`src/hw/rtl/lwub_pkg.sv`:
```
`timescale 1ns / 1ps
// Shared constants and types for the longest-window-under-budget block.
// No dependencies; every other file takes what it needs from here by scoped names.
package lwub_pkg;

  // Sequence capacity and derived widths
  localparam int MAX_ITEMS = 4096;
  localparam int ADDR_W    = $clog2(MAX_ITEMS);
  localparam int CNT_W     = $clog2(MAX_ITEMS + 1);
  localparam int DATA_W    = 16;
  localparam int SUM_W     = DATA_W + ADDR_W + 1;
  localparam int BUDGET_W  = 30;
  localparam int LEN_W     = 13;

  // Window store access request from the controller
  typedef struct packed {
    logic              we;
    logic [ADDR_W-1:0] waddr;
    logic [DATA_W-1:0] wdata;
    logic              re;
    logic [ADDR_W-1:0] raddr;
  } mem_req_t;

endpackage

```
`src/hw/rtl/lwub_if.sv`:
```
`timescale 1ns / 1ps
// Valid/ready channel interfaces: input elements, results and the budget write.
// Depends on lwub_pkg for field widths.
interface lwub_item_if;
  logic                          valid;
  logic                          ready;
  logic [lwub_pkg::DATA_W-1:0]   element;
  logic                          is_last;
  modport source (output valid, element, is_last, input ready);
  modport sink   (input valid, element, is_last, output ready);
endinterface

interface lwub_result_if;
  logic                          valid;
  logic                          ready;
  logic [lwub_pkg::LEN_W-1:0]    longest;
  logic                          overflow;
  modport source (output valid, longest, overflow, input ready);
  modport sink   (input valid, longest, overflow, output ready);
endinterface

interface lwub_cfg_if;
  logic                          valid;
  logic                          ready;
  logic [lwub_pkg::BUDGET_W-1:0] budget;
  modport source (output valid, budget, input ready);
  modport sink   (input valid, budget, output ready);
endinterface

```
`src/hw/rtl/lwub_ctrl.sv`:
```
`timescale 1ns / 1ps
// Sequencer: appends elements, retires the oldest while over budget, tracks best length.
// Depends on lwub_pkg, lwub_if; drives the window store through a mem_req_t.
module lwub_ctrl (
  input  logic                        clk,
  input  logic                        rst,
  lwub_item_if.sink                   items,
  lwub_result_if.source               results,
  lwub_cfg_if.sink                    cfg,
  output lwub_pkg::mem_req_t          mem_req,
  input  logic [lwub_pkg::DATA_W-1:0] mem_rdata
);

  localparam logic [1:0] ST_IDLE  = 2'd0;
  localparam logic [1:0] ST_CHECK = 2'd1;
  localparam logic [1:0] ST_SUB   = 2'd2;

  logic [1:0]                    state;
  logic [lwub_pkg::CNT_W-1:0]    count;
  logic [lwub_pkg::CNT_W-1:0]    head;
  logic [lwub_pkg::SUM_W-1:0]    sum;
  logic [lwub_pkg::CNT_W-1:0]    best;
  logic                          ovf;
  logic                          last_q;
  logic                          pop_en;
  logic [lwub_pkg::BUDGET_W-1:0] budget;
  logic                          res_valid;
  logic [lwub_pkg::LEN_W-1:0]    res_longest;
  logic                          res_overflow;

  logic                          accept;
  logic                          full;
  logic                          over;
  logic                          do_pop;
  logic [lwub_pkg::CNT_W-1:0]    win_len;
  logic [lwub_pkg::CNT_W-1:0]    best_next;
  logic                          out_free;
  logic                          publish;

  assign accept   = items.valid && items.ready;
  assign full     = (count == lwub_pkg::CNT_W'(lwub_pkg::MAX_ITEMS));
  assign over     = (lwub_pkg::BUDGET_W'(sum) > budget);
  assign do_pop   = pop_en && over && (head < count);
  assign win_len  = count - head;
  assign best_next = (win_len > best) ? win_len : best;
  assign out_free = !res_valid || results.ready;
  assign publish  = (state == ST_CHECK) && !do_pop && last_q && out_free;

  // Handshake outputs
  assign items.ready      = (state == ST_IDLE);
  assign cfg.ready        = 1'b1;
  assign results.valid    = res_valid;
  assign results.longest  = res_longest;
  assign results.overflow = res_overflow;

  // Store requests: append on accept unless full, fetch oldest when retiring
  always_comb begin
    mem_req.we    = (state == ST_IDLE) && accept && !full;
    mem_req.waddr = count[lwub_pkg::ADDR_W-1:0];
    mem_req.wdata = items.element;
    mem_req.re    = (state == ST_CHECK) && do_pop;
    mem_req.raddr = head[lwub_pkg::ADDR_W-1:0];
  end

  // Budget register
  always_ff @(posedge clk) begin
    if (rst) begin
      budget <= '0;
    end else if (cfg.valid && cfg.ready) begin
      budget <= cfg.budget;
    end
  end

  // Result payload
  always_ff @(posedge clk) begin
    if (publish) begin
      res_longest  <= lwub_pkg::LEN_W'(best_next);
      res_overflow <= ovf;
    end
  end

  // Result valid: set on publish, dropped once taken
  always_ff @(posedge clk) begin
    if (rst) begin
      res_valid <= 1'b0;
    end else if (publish) begin
      res_valid <= 1'b1;
    end else if (results.ready) begin
      res_valid <= 1'b0;
    end
  end

  // Sequencer
  always_ff @(posedge clk) begin
    if (rst) begin
      state     <= ST_IDLE;
      count     <= '0;
      head      <= '0;
      sum       <= '0;
      best      <= '0;
      ovf       <= 1'b0;
      last_q    <= 1'b0;
      pop_en    <= 1'b0;
    end else begin
      unique case (state)
        ST_IDLE: begin
          if (accept) begin
            last_q <= items.is_last;
            if (!full) begin
              count  <= count + 1'b1;
              sum    <= sum + lwub_pkg::SUM_W'(items.element);
              pop_en <= 1'b1;
              state  <= ST_CHECK;
            end else begin
              ovf    <= 1'b1;
              pop_en <= 1'b0;
              if (items.is_last) begin
                state <= ST_CHECK;
              end
            end
          end
        end
        ST_CHECK: begin
          if (do_pop) begin
            head  <= head + 1'b1;
            state <= ST_SUB;
          end else if (!last_q) begin
            best  <= best_next;
            state <= ST_IDLE;
          end else if (out_free) begin
            // end of sequence: publish and clear
            count     <= '0;
            head      <= '0;
            sum       <= '0;
            best      <= '0;
            ovf       <= 1'b0;
            state     <= ST_IDLE;
          end
        end
        ST_SUB: begin
          sum   <= sum - lwub_pkg::SUM_W'(mem_rdata);
          state <= ST_CHECK;
        end
        default: begin
          state <= ST_IDLE;
        end
      endcase
    end
  end

endmodule

```
`src/flat_wrapper.sv`:
```
// flat-port wrapper written by rule: the top's interface ports become plain ports
module lwub_ctrl_flat 
  (clk, rst, mem_req, mem_rdata, items_valid, items_element, items_is_last, items_ready, results_valid, results_longest, results_overflow, results_ready, cfg_valid, cfg_budget, cfg_ready);
  lwub_item_if items_i ();
  lwub_result_if results_i ();
  lwub_cfg_if cfg_i ();
  input  logic clk;
  input  logic rst;
  output lwub_pkg::mem_req_t mem_req;
  input  logic [lwub_pkg::DATA_W-1:0] mem_rdata;
  input wire logic [$bits(items_i.valid)-1:0] items_valid;
  input wire logic [$bits(items_i.element)-1:0] items_element;
  input wire logic [$bits(items_i.is_last)-1:0] items_is_last;
  output wire logic [$bits(items_i.ready)-1:0] items_ready;
  output wire logic [$bits(results_i.valid)-1:0] results_valid;
  output wire logic [$bits(results_i.longest)-1:0] results_longest;
  output wire logic [$bits(results_i.overflow)-1:0] results_overflow;
  input wire logic [$bits(results_i.ready)-1:0] results_ready;
  input wire logic [$bits(cfg_i.valid)-1:0] cfg_valid;
  input wire logic [$bits(cfg_i.budget)-1:0] cfg_budget;
  output wire logic [$bits(cfg_i.ready)-1:0] cfg_ready;
  assign items_i.valid = items_valid;
  assign items_i.element = items_element;
  assign items_i.is_last = items_is_last;
  assign items_ready = items_i.ready;
  assign results_valid = results_i.valid;
  assign results_longest = results_i.longest;
  assign results_overflow = results_i.overflow;
  assign results_i.ready = results_ready;
  assign cfg_i.valid = cfg_valid;
  assign cfg_i.budget = cfg_budget;
  assign cfg_ready = cfg_i.ready;
  lwub_ctrl u_core (.clk(clk), .rst(rst), .items(items_i), .results(results_i), .cfg(cfg_i), .mem_req(mem_req), .mem_rdata(mem_rdata));
endmodule
```
`config.mk`:
```
export PLATFORM = sky130hd
export DESIGN_NAME = lwub_ctrl_flat
export DESIGN_NICKNAME = d
export VERILOG_FILES = /design/src/hw/rtl/lwub_pkg.sv /design/src/hw/rtl/lwub_if.sv /design/src/hw/rtl/lwub_ctrl.sv /design/src/flat_wrapper.sv
export SDC_FILE = /design/constraint.sdc
export NUM_CORES = 1
export LEC_CHECK = 0
export BUFFER_PORTS_ARGS = -buffer_cell sky130_fd_sc_hd__buf_2
export CAP_MARGIN = 40
export CORE_UTILIZATION = 55
export DETAILED_ROUTE_END_ITERATION = 12
export PLACE_DENSITY = 0.87
export SETUP_SLACK_MARGIN = 0.02
export SYNTH_ARGS = -nofsm -noshare
export SYNTH_HDL_FRONTEND = slang
export SYNTH_SLANG_ARGS = --single-unit
```
`constraint.sdc`:
```
create_clock -name clk -period 5 [get_ports clk]
set_input_delay 0.75 -clock clk [delete_from_list [all_inputs] [get_ports clk]]
set_output_delay 0.75 -clock clk [all_outputs]
set_load 0.03 [all_outputs]
```
* Word level (Yosys, flattened, before mapping)
Index checks and enable logic that the tools add are counted.
** Cells by class
- Muxes and demuxes :: 31
- Bitwise operators :: 1
- Order comparisons :: 3
- Equality and inequality tests :: 12
- Reductions and logical operators :: 26
- $add $sub $neg :: 5
** Operator list (count)
- two-way mux 29 bit :: 5
- two-way mux 13 bit :: 8
- case mux 29 bit (3 select lines) :: 1
- > comparator 29 x 30 -> 1 bit :: 1
- adder 29 x 16 -> 29 bit :: 1
- subtractor 29 x 16 -> 29 bit :: 1
- adder 13 x 1 -> 13 bit (second input constant) :: 2
- case mux 13 bit (2 select lines) :: 1
- AND reduction 6 bit :: 3
- equality test 13 bit (second input constant) :: 1
- > comparator 13 bit :: 1
- less-than comparator 13 bit :: 1
- subtractor 13 bit :: 1
- two-way mux 2 bit :: 6
- inequality test 2 bit (second input constant) :: 5
- logical AND 1 bit :: 9
- AND reduction 3 bit :: 3
- two-way mux 1 bit :: 8
- nonzero test 2 bit :: 4
- case mux 2 bit (3 select lines) :: 1
- inequality test 2 x 1 -> 1 bit (second input constant) :: 2
- inequality test 4 bit (second input constant) :: 1
- zero test 1 bit :: 3
- inequality test 3 bit (second input constant) :: 1
- 8 further kinds :: 8
** Word-level totals
- Output and inout bits :: 59
- Bits in registers :: 118
- Input bits :: 68

* Logic depth before layout (Yosys ltp)
Gate-level depths: netlist (run 1).
- Depth in word-level cells :: 8
- Mapped depth :: 19
- Gate-level depth less buffers :: 18

* Least setup slack after synthesis (run 1)
OpenSTA, ideal clock, no wires.
- Path type :: input to register
- Start point :: input port items_element[5]
- End point :: register u_core.sum[28] (netlist bit)
- Slack :: 941 ps
- Setup time :: 120 ps
- Cell stages on the path :: 16
- Data arrival time :: 3939 ps
- Cell sequence :: or4_1 -> nor2_2 -> nand3_1 -> nor3_1 -> xor2_1 -> nor2_1 -> a21oi_1 -> ha_1 -> and3_1 -> and3b_1 -> o21ai_0 -> a41oi_1 -> o41ai_2 -> xor2_1 -> and3_1 -> a211o_1
** On the way
- Longest elaborated chain between the ends :: 4
** RTL lines
- start: declaration :: RTL line flat_wrapper.sv:12 : input wire logic [$bits(items_i.element)-1:0] items_element;
- adder 29 x 16 -> 29 bit :: RTL line lwub_ctrl.sv:111 : sum <= sum + lwub_pkg::SUM_W'(items.element);
- two-way mux 29 bit :: RTL line lwub_ctrl.sv:109 : if (!full) begin
- two-way mux 29 bit :: RTL line lwub_ctrl.sv:107 : if (accept) begin
- case mux 29 bit (3 select lines) :: RTL line lwub_ctrl.sv:105 : unique case (state)
- end signal: assignment :: RTL line lwub_ctrl.sv:111
- end signal: assignment :: RTL line lwub_ctrl.sv:141 : sum <= sum - lwub_pkg::SUM_W'(mem_rdata);
- end: declaration :: RTL line lwub_ctrl.sv:21 : logic [lwub_pkg::SUM_W-1:0] sum;
No other way between the ends. The select of a mux whose other input is x is not followed.
A chain may end at the register's enable or synchronous reset.

* Final worst setup path (run 1)
- Start point :: register u_core.count[0] (netlist bit)
- End point :: register u_core.best[3] (netlist bit)
** On the way
- Longest elaborated chain between the ends :: 4
- Elaborated cells on any way between the ends :: 8
** RTL lines
- start: declaration :: RTL line lwub_ctrl.sv:19 : logic [lwub_pkg::CNT_W-1:0] count;
- start signal: assignment :: RTL line lwub_ctrl.sv:110 : count <= count + 1'b1;
- subtractor 13 bit * :: RTL line lwub_ctrl.sv:44 : assign win_len = count - head;
- > comparator 13 bit :: RTL line lwub_ctrl.sv:45 : assign best_next = (win_len > best) ? win_len : best;
- two-way mux 13 bit * :: RTL line lwub_ctrl.sv:45
- net u_core.best_next (one bit) :: RTL line lwub_ctrl.sv:36 : logic [lwub_pkg::CNT_W-1:0] best_next;
- two-way mux 13 bit * :: RTL line lwub_ctrl.sv:127 : end else if (!last_q) begin
- end signal: assignment :: RTL line lwub_ctrl.sv:128 : best <= best_next;
- end: declaration :: RTL line lwub_ctrl.sv:22 : logic [lwub_pkg::CNT_W-1:0] best;
Mark *: on every way through the listed nets, which the timed path passes. The rest lies on a longest branch.

==> metrics.txt, run 1 <==
status=completed; core box area=15370 um^2; critical path fanouts, max=10; Setup Viol. Count Final=0; Die ar.=16470 um^2; post-route insts no fill=1354; reg-to-reg critical path endpoint=u_core.best[3]$_SDFFE_PP0P_; clock buffer count from CTS=17; Initial DRT Pass Iterations=6; synth-to-layout area growth=12.60%; hold endpoint=u_core.results.overflow$_DFFE_PP_; Post-Place Worst Slack=370.8 ps; Synthesis Warnings=0; final slew viol count=0; Iter 0 DRT Violations=525; initial antenna violation count=0; GRT Total Usage=0.2756; placed cells=1322; largest net degree at the start of global routing=48; sequential share of the synthesized area=0.2850; Synth cell types=72; hpwl dp=16.67 mm; Hold Path Class=reg2reg; first-pass GRT wire length=35.60 mm; H-tree depth=4; Post-synth top flop=dfxtp_1; Sequential Area=2502 um^2; Mapped Area=8780 um^2; Tcrit/Tclk final=0.9002; Crit. End Element=flop; fmax=222.2 MHz; cts hold-fix bufs=0; grt total ovfl=0; Port Buffer Count=125; crit path kind=reg2reg; syn_nets=1219; fin crit period=4501 ps; cells on worst reg2reg path=19; maximum vdd drop=268.8 uV; gpl congestion=0.9303; Worst Setup Slack, final=499.3 ps; Clock Sink Count=118; WL/cell=16.37 um; Routed Antenna Nets=0; total vias in the final route=7994; CTS root buffer=clkbuf_16; share of cells above drive strength 1=0.1706; drt drc=0; syn avg cell area=8.298 um^2; post-CTS setup buffer count=0; Leak=4.467 nW; Synth Instances=1058; Rows=45; reg2reg setup slack=500 ps; vias in the first global route=7504; clock slew at reported path FFs=60 ps; Min-Delay Path Depth=0; Startpoint Class=flop; Worst-Skew Late Latency=430 ps; most numerous cell in the Yosys netlist=dfxtp_1; setup TNS=0 ps; ANT cells=0; multi-input logic area=5494 um^2; I/O pin cnt=127; Fin. Hold Viols=0; Arr. time, crit path=4820 ps; Least-Margin Pin Slew=813.7 ps; chip width=128.3 um; synthesized flop and latch total=118; WL final=22.17 mm; RSZ-0062 raised after global routing=false; Slew HR=0.4534; Req. time, crit path=5320 ps; Synth area leaders=dfxtp_1 (24%), ha_1 (13%), edfxtp_1 (4.8%), a21oi_1 (4.1%), nor2_1 (4.1%); Total Nets Final=1291; Initial Util=0.5712; Synth top area share=0.2371; fillcell total=1266; skew final=6.969 ps; asr flop ratio synth=0; number of synthesized flops with an enable pin=14; commonest cells in the synthesized netlist=dfxtp_1 (104), nor2_1 (95), ha_1 (91); die height=128.3 um; min-delay src=u_core.ovf$_SDFFE_PP0P_; Yosys top cell by area=dfxtp_1; Post-CTS Resized=0; PwrDens=291.8 nW/um^2; RR Startpoint=u_core.count[0]$_SDFFE_PP0P_; CTS max path bufs=2; max-cap check violation count=0; Vias/cell=5.904; CTS tree=yes
[sequential cells by signal, summed over array words and instances (netlist names)]
signal,cells
u_core.state,2
u_core.budget,30
u_core.sum,29
u_core.results.valid,1
u_core.pop_en,1
u_core.head,13
u_core.ovf,1
u_core.last_q,1
u_core.results.overflow,1
u_core.best,13
u_core.count,13
u_core.results.longest,13
[worst max-delay path by stage]
stage	startpoint	endpoint	cells after the start
detailed placement	items_element[5]	u_core.sum[28]$_SDFFE_PP0P_	17
CTS	u_core.count[0]$_SDFFE_PP0P_	u_core.best[3]$_SDFFE_PP0P_	19
global route	u_core.count[0]$_SDFFE_PP0P_	u_core.best[3]$_SDFFE_PP0P_	19
global placement	items_element[5]	u_core.sum[28]$_SDFFE_PP0P_	17
floorplan	items_element[5]	u_core.sum[28]$_SDFFE_PP0P_	16
finish	u_core.count[0]$_SDFFE_PP0P_	u_core.best[3]$_SDFFE_PP0P_	19
[power by group]
group	switching [W]	internal, W
clock network	0.000441	0.000780
registers	0.0000347	0.00100
logic	0.000372	0.000256
total	0.000848	0.00204
[per-layer routing]
| metal | track usage | routed length (um) | up-vias |
|---|---|---|---|
| li1 | - | - | 3938 |
| met5 | 0 | 0 | - |
| met2 | 0.4687 | 10590 | 322 |
| met1 | 0.3292 | 9414 | 3675 |
| met4 | 0.1287 | 652 | 0 |
| met3 | 0.06403 | 1508 | 59 |
[cells in the final DEF, fill, tap and decap left out, drive strengths merged, types with 5 or more instances in the layout]
cell type	count
o211ai	8
inv	85
and3	8
nor2	96
a211oi	8
xor2	19
a31o	5
dfxtp	104
edfxtp	14
a22o	29
nor3	27
nand2	57
ha	91
o31ai	19
mux2i	32
nand3	26
clkinv	5
o2bb2ai	6
o21a	12
nor4	7
o21ai	67
nor2b	15
buf	133
a21o	26
xnor2	21
a31oi	6
nand4	18
mux2	12
or3	9
nand2b	10
a21oi	76
clkbuf	23
[area by class of cell]
class / instances / share of cell area
Multi-Input combinational cell: 775 / 0.5558
Clock buffer: 23 / 0.04936
Timing Repair Buffer: 133 / 0.07265
Inverter: 85 / 0.03227
Tap cell: 211 / 0.02671
Clock inverter: 9 / 0.01013
Sequential cell: 118 / 0.2531
[worst max-delay path, cell delays in order, from the launching register on]
cell	delay [ps]
dfxtp_1	360
inv_1	100
ha_1	220
fa_1	400
nor2b_1	170
o2111ai_1	150
and4_1	210
nor2_1	170
a21o_1	140
a21oi_1	70
xnor2_1	260
ha_1	300
a21o_1	160
a21o_1	170
a21oi_1	190
o211ai_1	160
o21ai_1	310
buf_4	290
mux2_2	360
a22o_1	200
[kinds of logic after synthesis]
kind of cell / after synthesis / synth area share
AO/OA/AOI/OAI: 301 / 0.2319
XOR/XNOR: 40 / 0.03990
adder cells (fa/ha/maj): 93 / 0.1342
buffers and inverters: 165 / 0.09121
flip-flops: 118 / 0.2850
multiplexers: 44 / 0.05187
other: 1 / 0.0004271
AND/OR/NAND/NOR: 296 / 0.1655
[stage by stage]
step	util	hold WS, ps	power, W	cell area [um^2]
2_1_floorplan	-	409.0	0.001511	8780
3_3_place_gp	0.6013	426.6	0.001640	9243
3_5_place_dp	0.6049	431.7	0.001667	9298
4_1_cts	0.6431	444.1	0.002886	9886
5_1_grt	0.6431	455.5	0.003006	9886
6_report	0.6431	451.3	0.002885	9886
No activity file was read; power rests on OpenSTA's default activity.
==> run 2: changes to the inputs <==
Settings changed: CORE_UTILIZATION 55 to 40, PLACE_DENSITY 0.87 to 0.69.
==> metrics.txt, run 2 (synthesis results as in run 1) <==
Post-CTS Resized=0; skew final=8.944 ps; Startpoint Class=input port; gpl congestion=0.9006; Worst-Skew Late Latency=430 ps; first-pass GRT wire length=36.56 mm; status=completed; hpwl dp=17.41 mm; Arr. time, crit path=4630 ps; largest net degree at the start of global routing=42; Leak=4.504 nW; cts hold-fix bufs=0; Tcrit/Tclk final=0.8635; H-tree depth=4; Finished Core Util=0.4718; die height=150.2 um; Crit. End Element=flop; Seq pwr share=0.346; min-delay src=u_core.sum[0]$_SDFFE_PP0P_; met3 Usage GRT=0.04121; drt drc=0; Vias/cell=5.584; Sw Ratio=0.2831; Initial DRT Pass Iterations=5; chip width=150.2 um; CTS tree=yes; reg2reg setup slack=810 ps; Min-Delay Path Depth=1; PwrDens=297.0 nW/um^2; CTS root buffer=clkbuf_16; WL final=22.72 mm; ANT cells=0; fin crit period=4318 ps; Total Nets Final=1293; max-cap check violation count=0; RSZ-0062 raised after global routing=false; most frequent cells in the layout=buf_2 (125), dfxtp_1 (104), nor2_1 (95); Largest register FFs=30; cells on worst reg2reg path=19; maximum vdd drop=182.4 uV; most common cell after layout, fill and taps aside=buf_2; Hold Path Class=reg2reg; NetSw=0.0008443 W; register with the most flip-flops=u_core.budget; clock buffer count from CTS=17; GRT Total Usage=0.2068; CTS max path bufs=2; internal power=0.002138 W; Rows=53; Die ar.=22550 um^2; final slew viol count=0; grt total ovfl=0; Port Buffer Count=125; Req. time, crit path=5320 ps; Initial Util=0.4124; Gate power share=0.210; fillcell total=2045; clock slew at reported path FFs=50 ps; total vias in the final route=7923; core box area=21290 um^2; reg-to-reg critical path endpoint=u_core.best[5]$_SDFFE_PP0P_; synth-to-layout area growth=14.38%; WL/cell=16.01 um; share of cells above drive strength 1=0.1713; Clock Sink Count=118; fmax=231.6 MHz; clock network fraction of total power=0.444; Least-Margin Pin Slew=880.5 ps; Fin. Hold Viols=0; I/O pin cnt=127; post-CTS setup buffer count=0; critical path fanouts, max=9; RR Startpoint=u_core.count[0]$_SDFFE_PP0P_; hold endpoint=u_core.sum[0]$_SDFFE_PP0P_; crit path kind=in2reg; Routed Antenna Nets=0; vias in the first global route=7217; Setup Viol. Count Final=0; top flop regs=u_core.budget (30), u_core.sum (29); initial antenna violation count=0; setup TNS=0 ps; Slew HR=0.4085; met2 global-route usage=0.3438; Iter 0 DRT Violations=437; gr busiest metal=met2; M1 GR Usage=0.2626
## run 2: changes by cell type in the layout (fill, tap and decap cells not counted), sizes merged
cell and delta:
bufinv +1, clkinv -2, buf +2, clkinvlp -1
clkbuf +1
## run 2: per-stage QoR
stage / area (um^2) / power (W) / cells / worst slack, ps / hold slack (ps)
finish: 10040 / 0.002982 / 1419 / 682.3 / 463.6
global route: 10040 / 0.003115 / 1419 / 420.7 / 495.5
CTS: 10040 / 0.003000 / 1419 / 730.7 / 468.0
floorplan: 8780 / 0.001511 / 1058 / 941.1 / 409.0
global placement: 9338 / 0.001657 / 1385 / 402.9 / 445.8
detailed placement: 9405 / 0.001673 / 1388 / 338.6 / 453.2
## run 2: layer usage
| metal | vias up | wire, um |
|---|---|---|
| met4 | 0 | 517 |
| li1 | 3950 | - |
| met2 | 236 | 10570 |
| met1 | 3703 | 10450 |
| met3 | 34 | 1176 |
| met5 | - | 0 |
## run 2: worst max path at each step
stage,cells after the start,end,startpoint
finish,14,u_core.sum[28]$_SDFFE_PP0P_,items_element[5]
CTS,14,u_core.sum[28]$_SDFFE_PP0P_,items_element[5]
floorplan,16,u_core.sum[28]$_SDFFE_PP0P_,items_element[5]
detailed placement,14,u_core.sum[28]$_SDFFE_PP0P_,items_element[5]
global placement,14,u_core.sum[28]$_SDFFE_PP0P_,items_element[5]
global route,17,u_core.sum[27]$_SDFFE_PP0P_,items_element[5]
## run 2: final cells by class
| cell class | count | area [um^2] | area share |
|---|---|---|---|
| sequential | 118 | 2502 | 0.2492 |
| clock buffer | 24 | 524.3 | 0.05221 |
| timing repair buffer | 135 | 745.7 | 0.07426 |
| inverter | 85 | 319.1 | 0.03177 |
| tap | 275 | 344.1 | 0.03426 |
| clock inverter | 7 | 112.6 | 0.01121 |
| multi-input combinational | 775 | 5494 | 0.5471 |
## run 2: power groups by stage
stage	combinational [W]	clock [W]	sequential, W
finish	0.000626	0.00132	0.00103
CTS	0.000625	0.00134	0.00103
floorplan	0.000465	0	0.00105
global route	0.000698	0.00138	0.00104
global placement	0.000605	0	0.00105
detailed placement	0.000620	0	0.00105
## run 2: critical path, cell delays in order
cell and delay [ps]:
buf_2 110, or4_1 560, nor2_2 190, nand3_1 340, o31ai_1 380, ha_1 380
a21oi_1 210, o21ai_0 180, a221oi_1 450, a41oi_1 250, o41ai_2 280, xor2_1 200
nor3_1 60, a211o_1 280
==> run 3: changes to the inputs <==
--- a/config.mk
+++ b/config.mk
@@ -9,7 +9,9 @@
 export CAP_MARGIN = 40
 export CORE_UTILIZATION = 40
+export CTS_BUF_LIST = sky130_fd_sc_hd__clkbuf_2 sky130_fd_sc_hd__clkbuf_4 sky130_fd_sc_hd__clkbuf_8
 export DETAILED_ROUTE_END_ITERATION = 12
 export PLACE_DENSITY = 0.69
 export SETUP_SLACK_MARGIN = 0.02
+export SLEW_MARGIN = 30
 export SYNTH_ARGS = -nofsm -noshare
 export SYNTH_HDL_FRONTEND = slang
==> constraint.sdc (replaced) <==
create_clock -name clk -period 5 [get_ports clk]
set_input_delay 0.25 -clock clk [delete_from_list [all_inputs] [get_ports clk]]
set_output_delay 0.25 -clock clk [all_outputs]
set_load 0.03 [all_outputs]
==> metrics.txt, run 3 (synthesis results as in run 1) <==
Routed Antenna Nets=0; RSZ-0062 raised after global routing=false; Port Buffer Count=125; fin crit period=4223 ps; post-CTS setup buffer count=0; PwrDens=260.2 nW/um^2; WL/cell=15.69 um; Iter 0 DRT Violations=476; hpwl dp=17.44 mm; largest net degree at the start of global routing=29; WL final=22.29 mm; Least-Margin Pin Slew=715.8 ps; Arr. time, crit path=4570 ps; Total Nets Final=1294; chip width=150.2 um; GRT Total Usage=0.2012; Die ar.=22550 um^2; fmax=236.8 MHz; setup TNS=0 ps; max-cap check violation count=0; Largest register FFs=30; CTS root buffer=clkbuf_8; Setup Viol. Count Final=0; vias in the first global route=7221; Hold Path Class=in2reg; Req. time, crit path=5340 ps; Crit path max-delay family=compound AO/OA/AOI/OAI gates; top flop regs=u_core.budget (30), u_core.sum (29); ANT cells=0; die height=150.2 um; Initial DRT Pass Iterations=5; met2 global-route usage=0.3454; clock buffer count from CTS=17; Rows=53; M1 GR Usage=0.2550; CTS max path bufs=2; clock slew at reported path FFs=70 ps; drt drc=0; gr busiest metal=met2; first-pass GRT wire length=35.75 mm; Fin. Hold Viols=0; grt total ovfl=0; I/O pin cnt=127; Startpoint Class=flop; Most Frequent Cell on Critical Path=a21o_1; met3 Usage GRT=0.04121; H-tree depth=4; most frequent cells in the layout=buf_2 (125), dfxtp_1 (104), nor2_1 (95); Initial Util=0.4124; crit path max-delay cell type=mux2_2; cts hold-fix bufs=0; fillcell total=2042; Tcrit/Tclk final=0.8446; gpl congestion=0.8957; register with the most flip-flops=u_core.budget; Clock Sink Count=118; critical path, cell by cell=inv_1 > ha_1 > fa_1 > nor2b_1 > o2111ai_1 > and4_1 > nor2_1 > a21o_1 > a21oi_1 > xnor2_1 > ha_1 > a21o_1 > a21o_1 > a21oi_1 > o211ai_1 > o21ai_2 > mux2_2 > a22o_1; synth-to-layout area growth=11.76%; Leak=4.411 nW; status=completed; Buf/Inv on CP=1; most common cell after layout, fill and taps aside=buf_2; final slew viol count=0; Post-CTS Resized=0; Finished Core Util=0.4609; critical path's largest stage delay=420 ps; core box area=21290 um^2; maximum vdd drop=120.3 uV; CTS tree=yes; crit path kind=reg2reg; Slew HR=0.5218; Crit. End Element=flop; share of cells above drive strength 1=0.1754; total vias in the final route=7826; initial antenna violation count=0; critical path fanouts, max=12; Worst-Skew Late Latency=450 ps; Vias/cell=5.507; skew final=15.79 ps
## run 3: final cells by class
class	count	area [um^2]	area share
Clock buffer	23	304.0	0.03099
Multi-Input combinational cell	775	5498	0.5603
Sequential cell	118	2502	0.2550
Timing Repair Buffer	136	745.7	0.07600
Inverter	85	319.1	0.03252
Clock inverter	9	98.84	0.01007
Tap cell	275	344.1	0.03507
## run 3: where the power goes
part	internal (W)	switching (W)
clock	0.000502	0.000396
combinational	0.000261	0.000363
sequential	0.000999	0.0000315
## run 3: layer usage
layer  vias up  wire (um)
met2       232      10440
li1       3951          -
met1      3624      10320
met5         -          0
met4         0        286
met3        19       1244
## run 3: tightest hold or removal path, cell delays in order
cell and delay, ps:
buf_2 70, mux2i_1 50, nor2_1 70
## run 3: path summary, 6_finish.rpt
path / startpoint / end / slack (ps) / cells past startpoint
worst min-delay path: cfg_budget[29] / u_core.budget[29]$_SDFFE_PP0P_ / 30 / 3
worst max-delay path: u_core.count[0]$_SDFFE_PP0P_ / u_core.best[6]$_SDFFE_PP0P_ / 780 / 18
worst min register to register: u_core.ovf$_SDFFE_PP0P_ / u_core.results.overflow$_DFFE_PP_ / 440 / 0
worst max register to register: u_core.count[0]$_SDFFE_PP0P_ / u_core.best[6]$_SDFFE_PP0P_ / 780 / 18
## run 3: per-stage QoR
step	instances	power, W	setup slack, ps	hold WS (ps)	cell area, um^2
after CTS	1420	0.002567	779.5	23.62	9807
after floorplan	1058	0.001511	1022	397.2	8780
after global placement	1385	0.001653	621.6	417.7	9338
after global routing	1421	0.002694	524.0	13.05	9812
final	1421	0.002553	776.9	33.47	9812
after detailed placement	1388	0.001670	819.6	428.6	9404
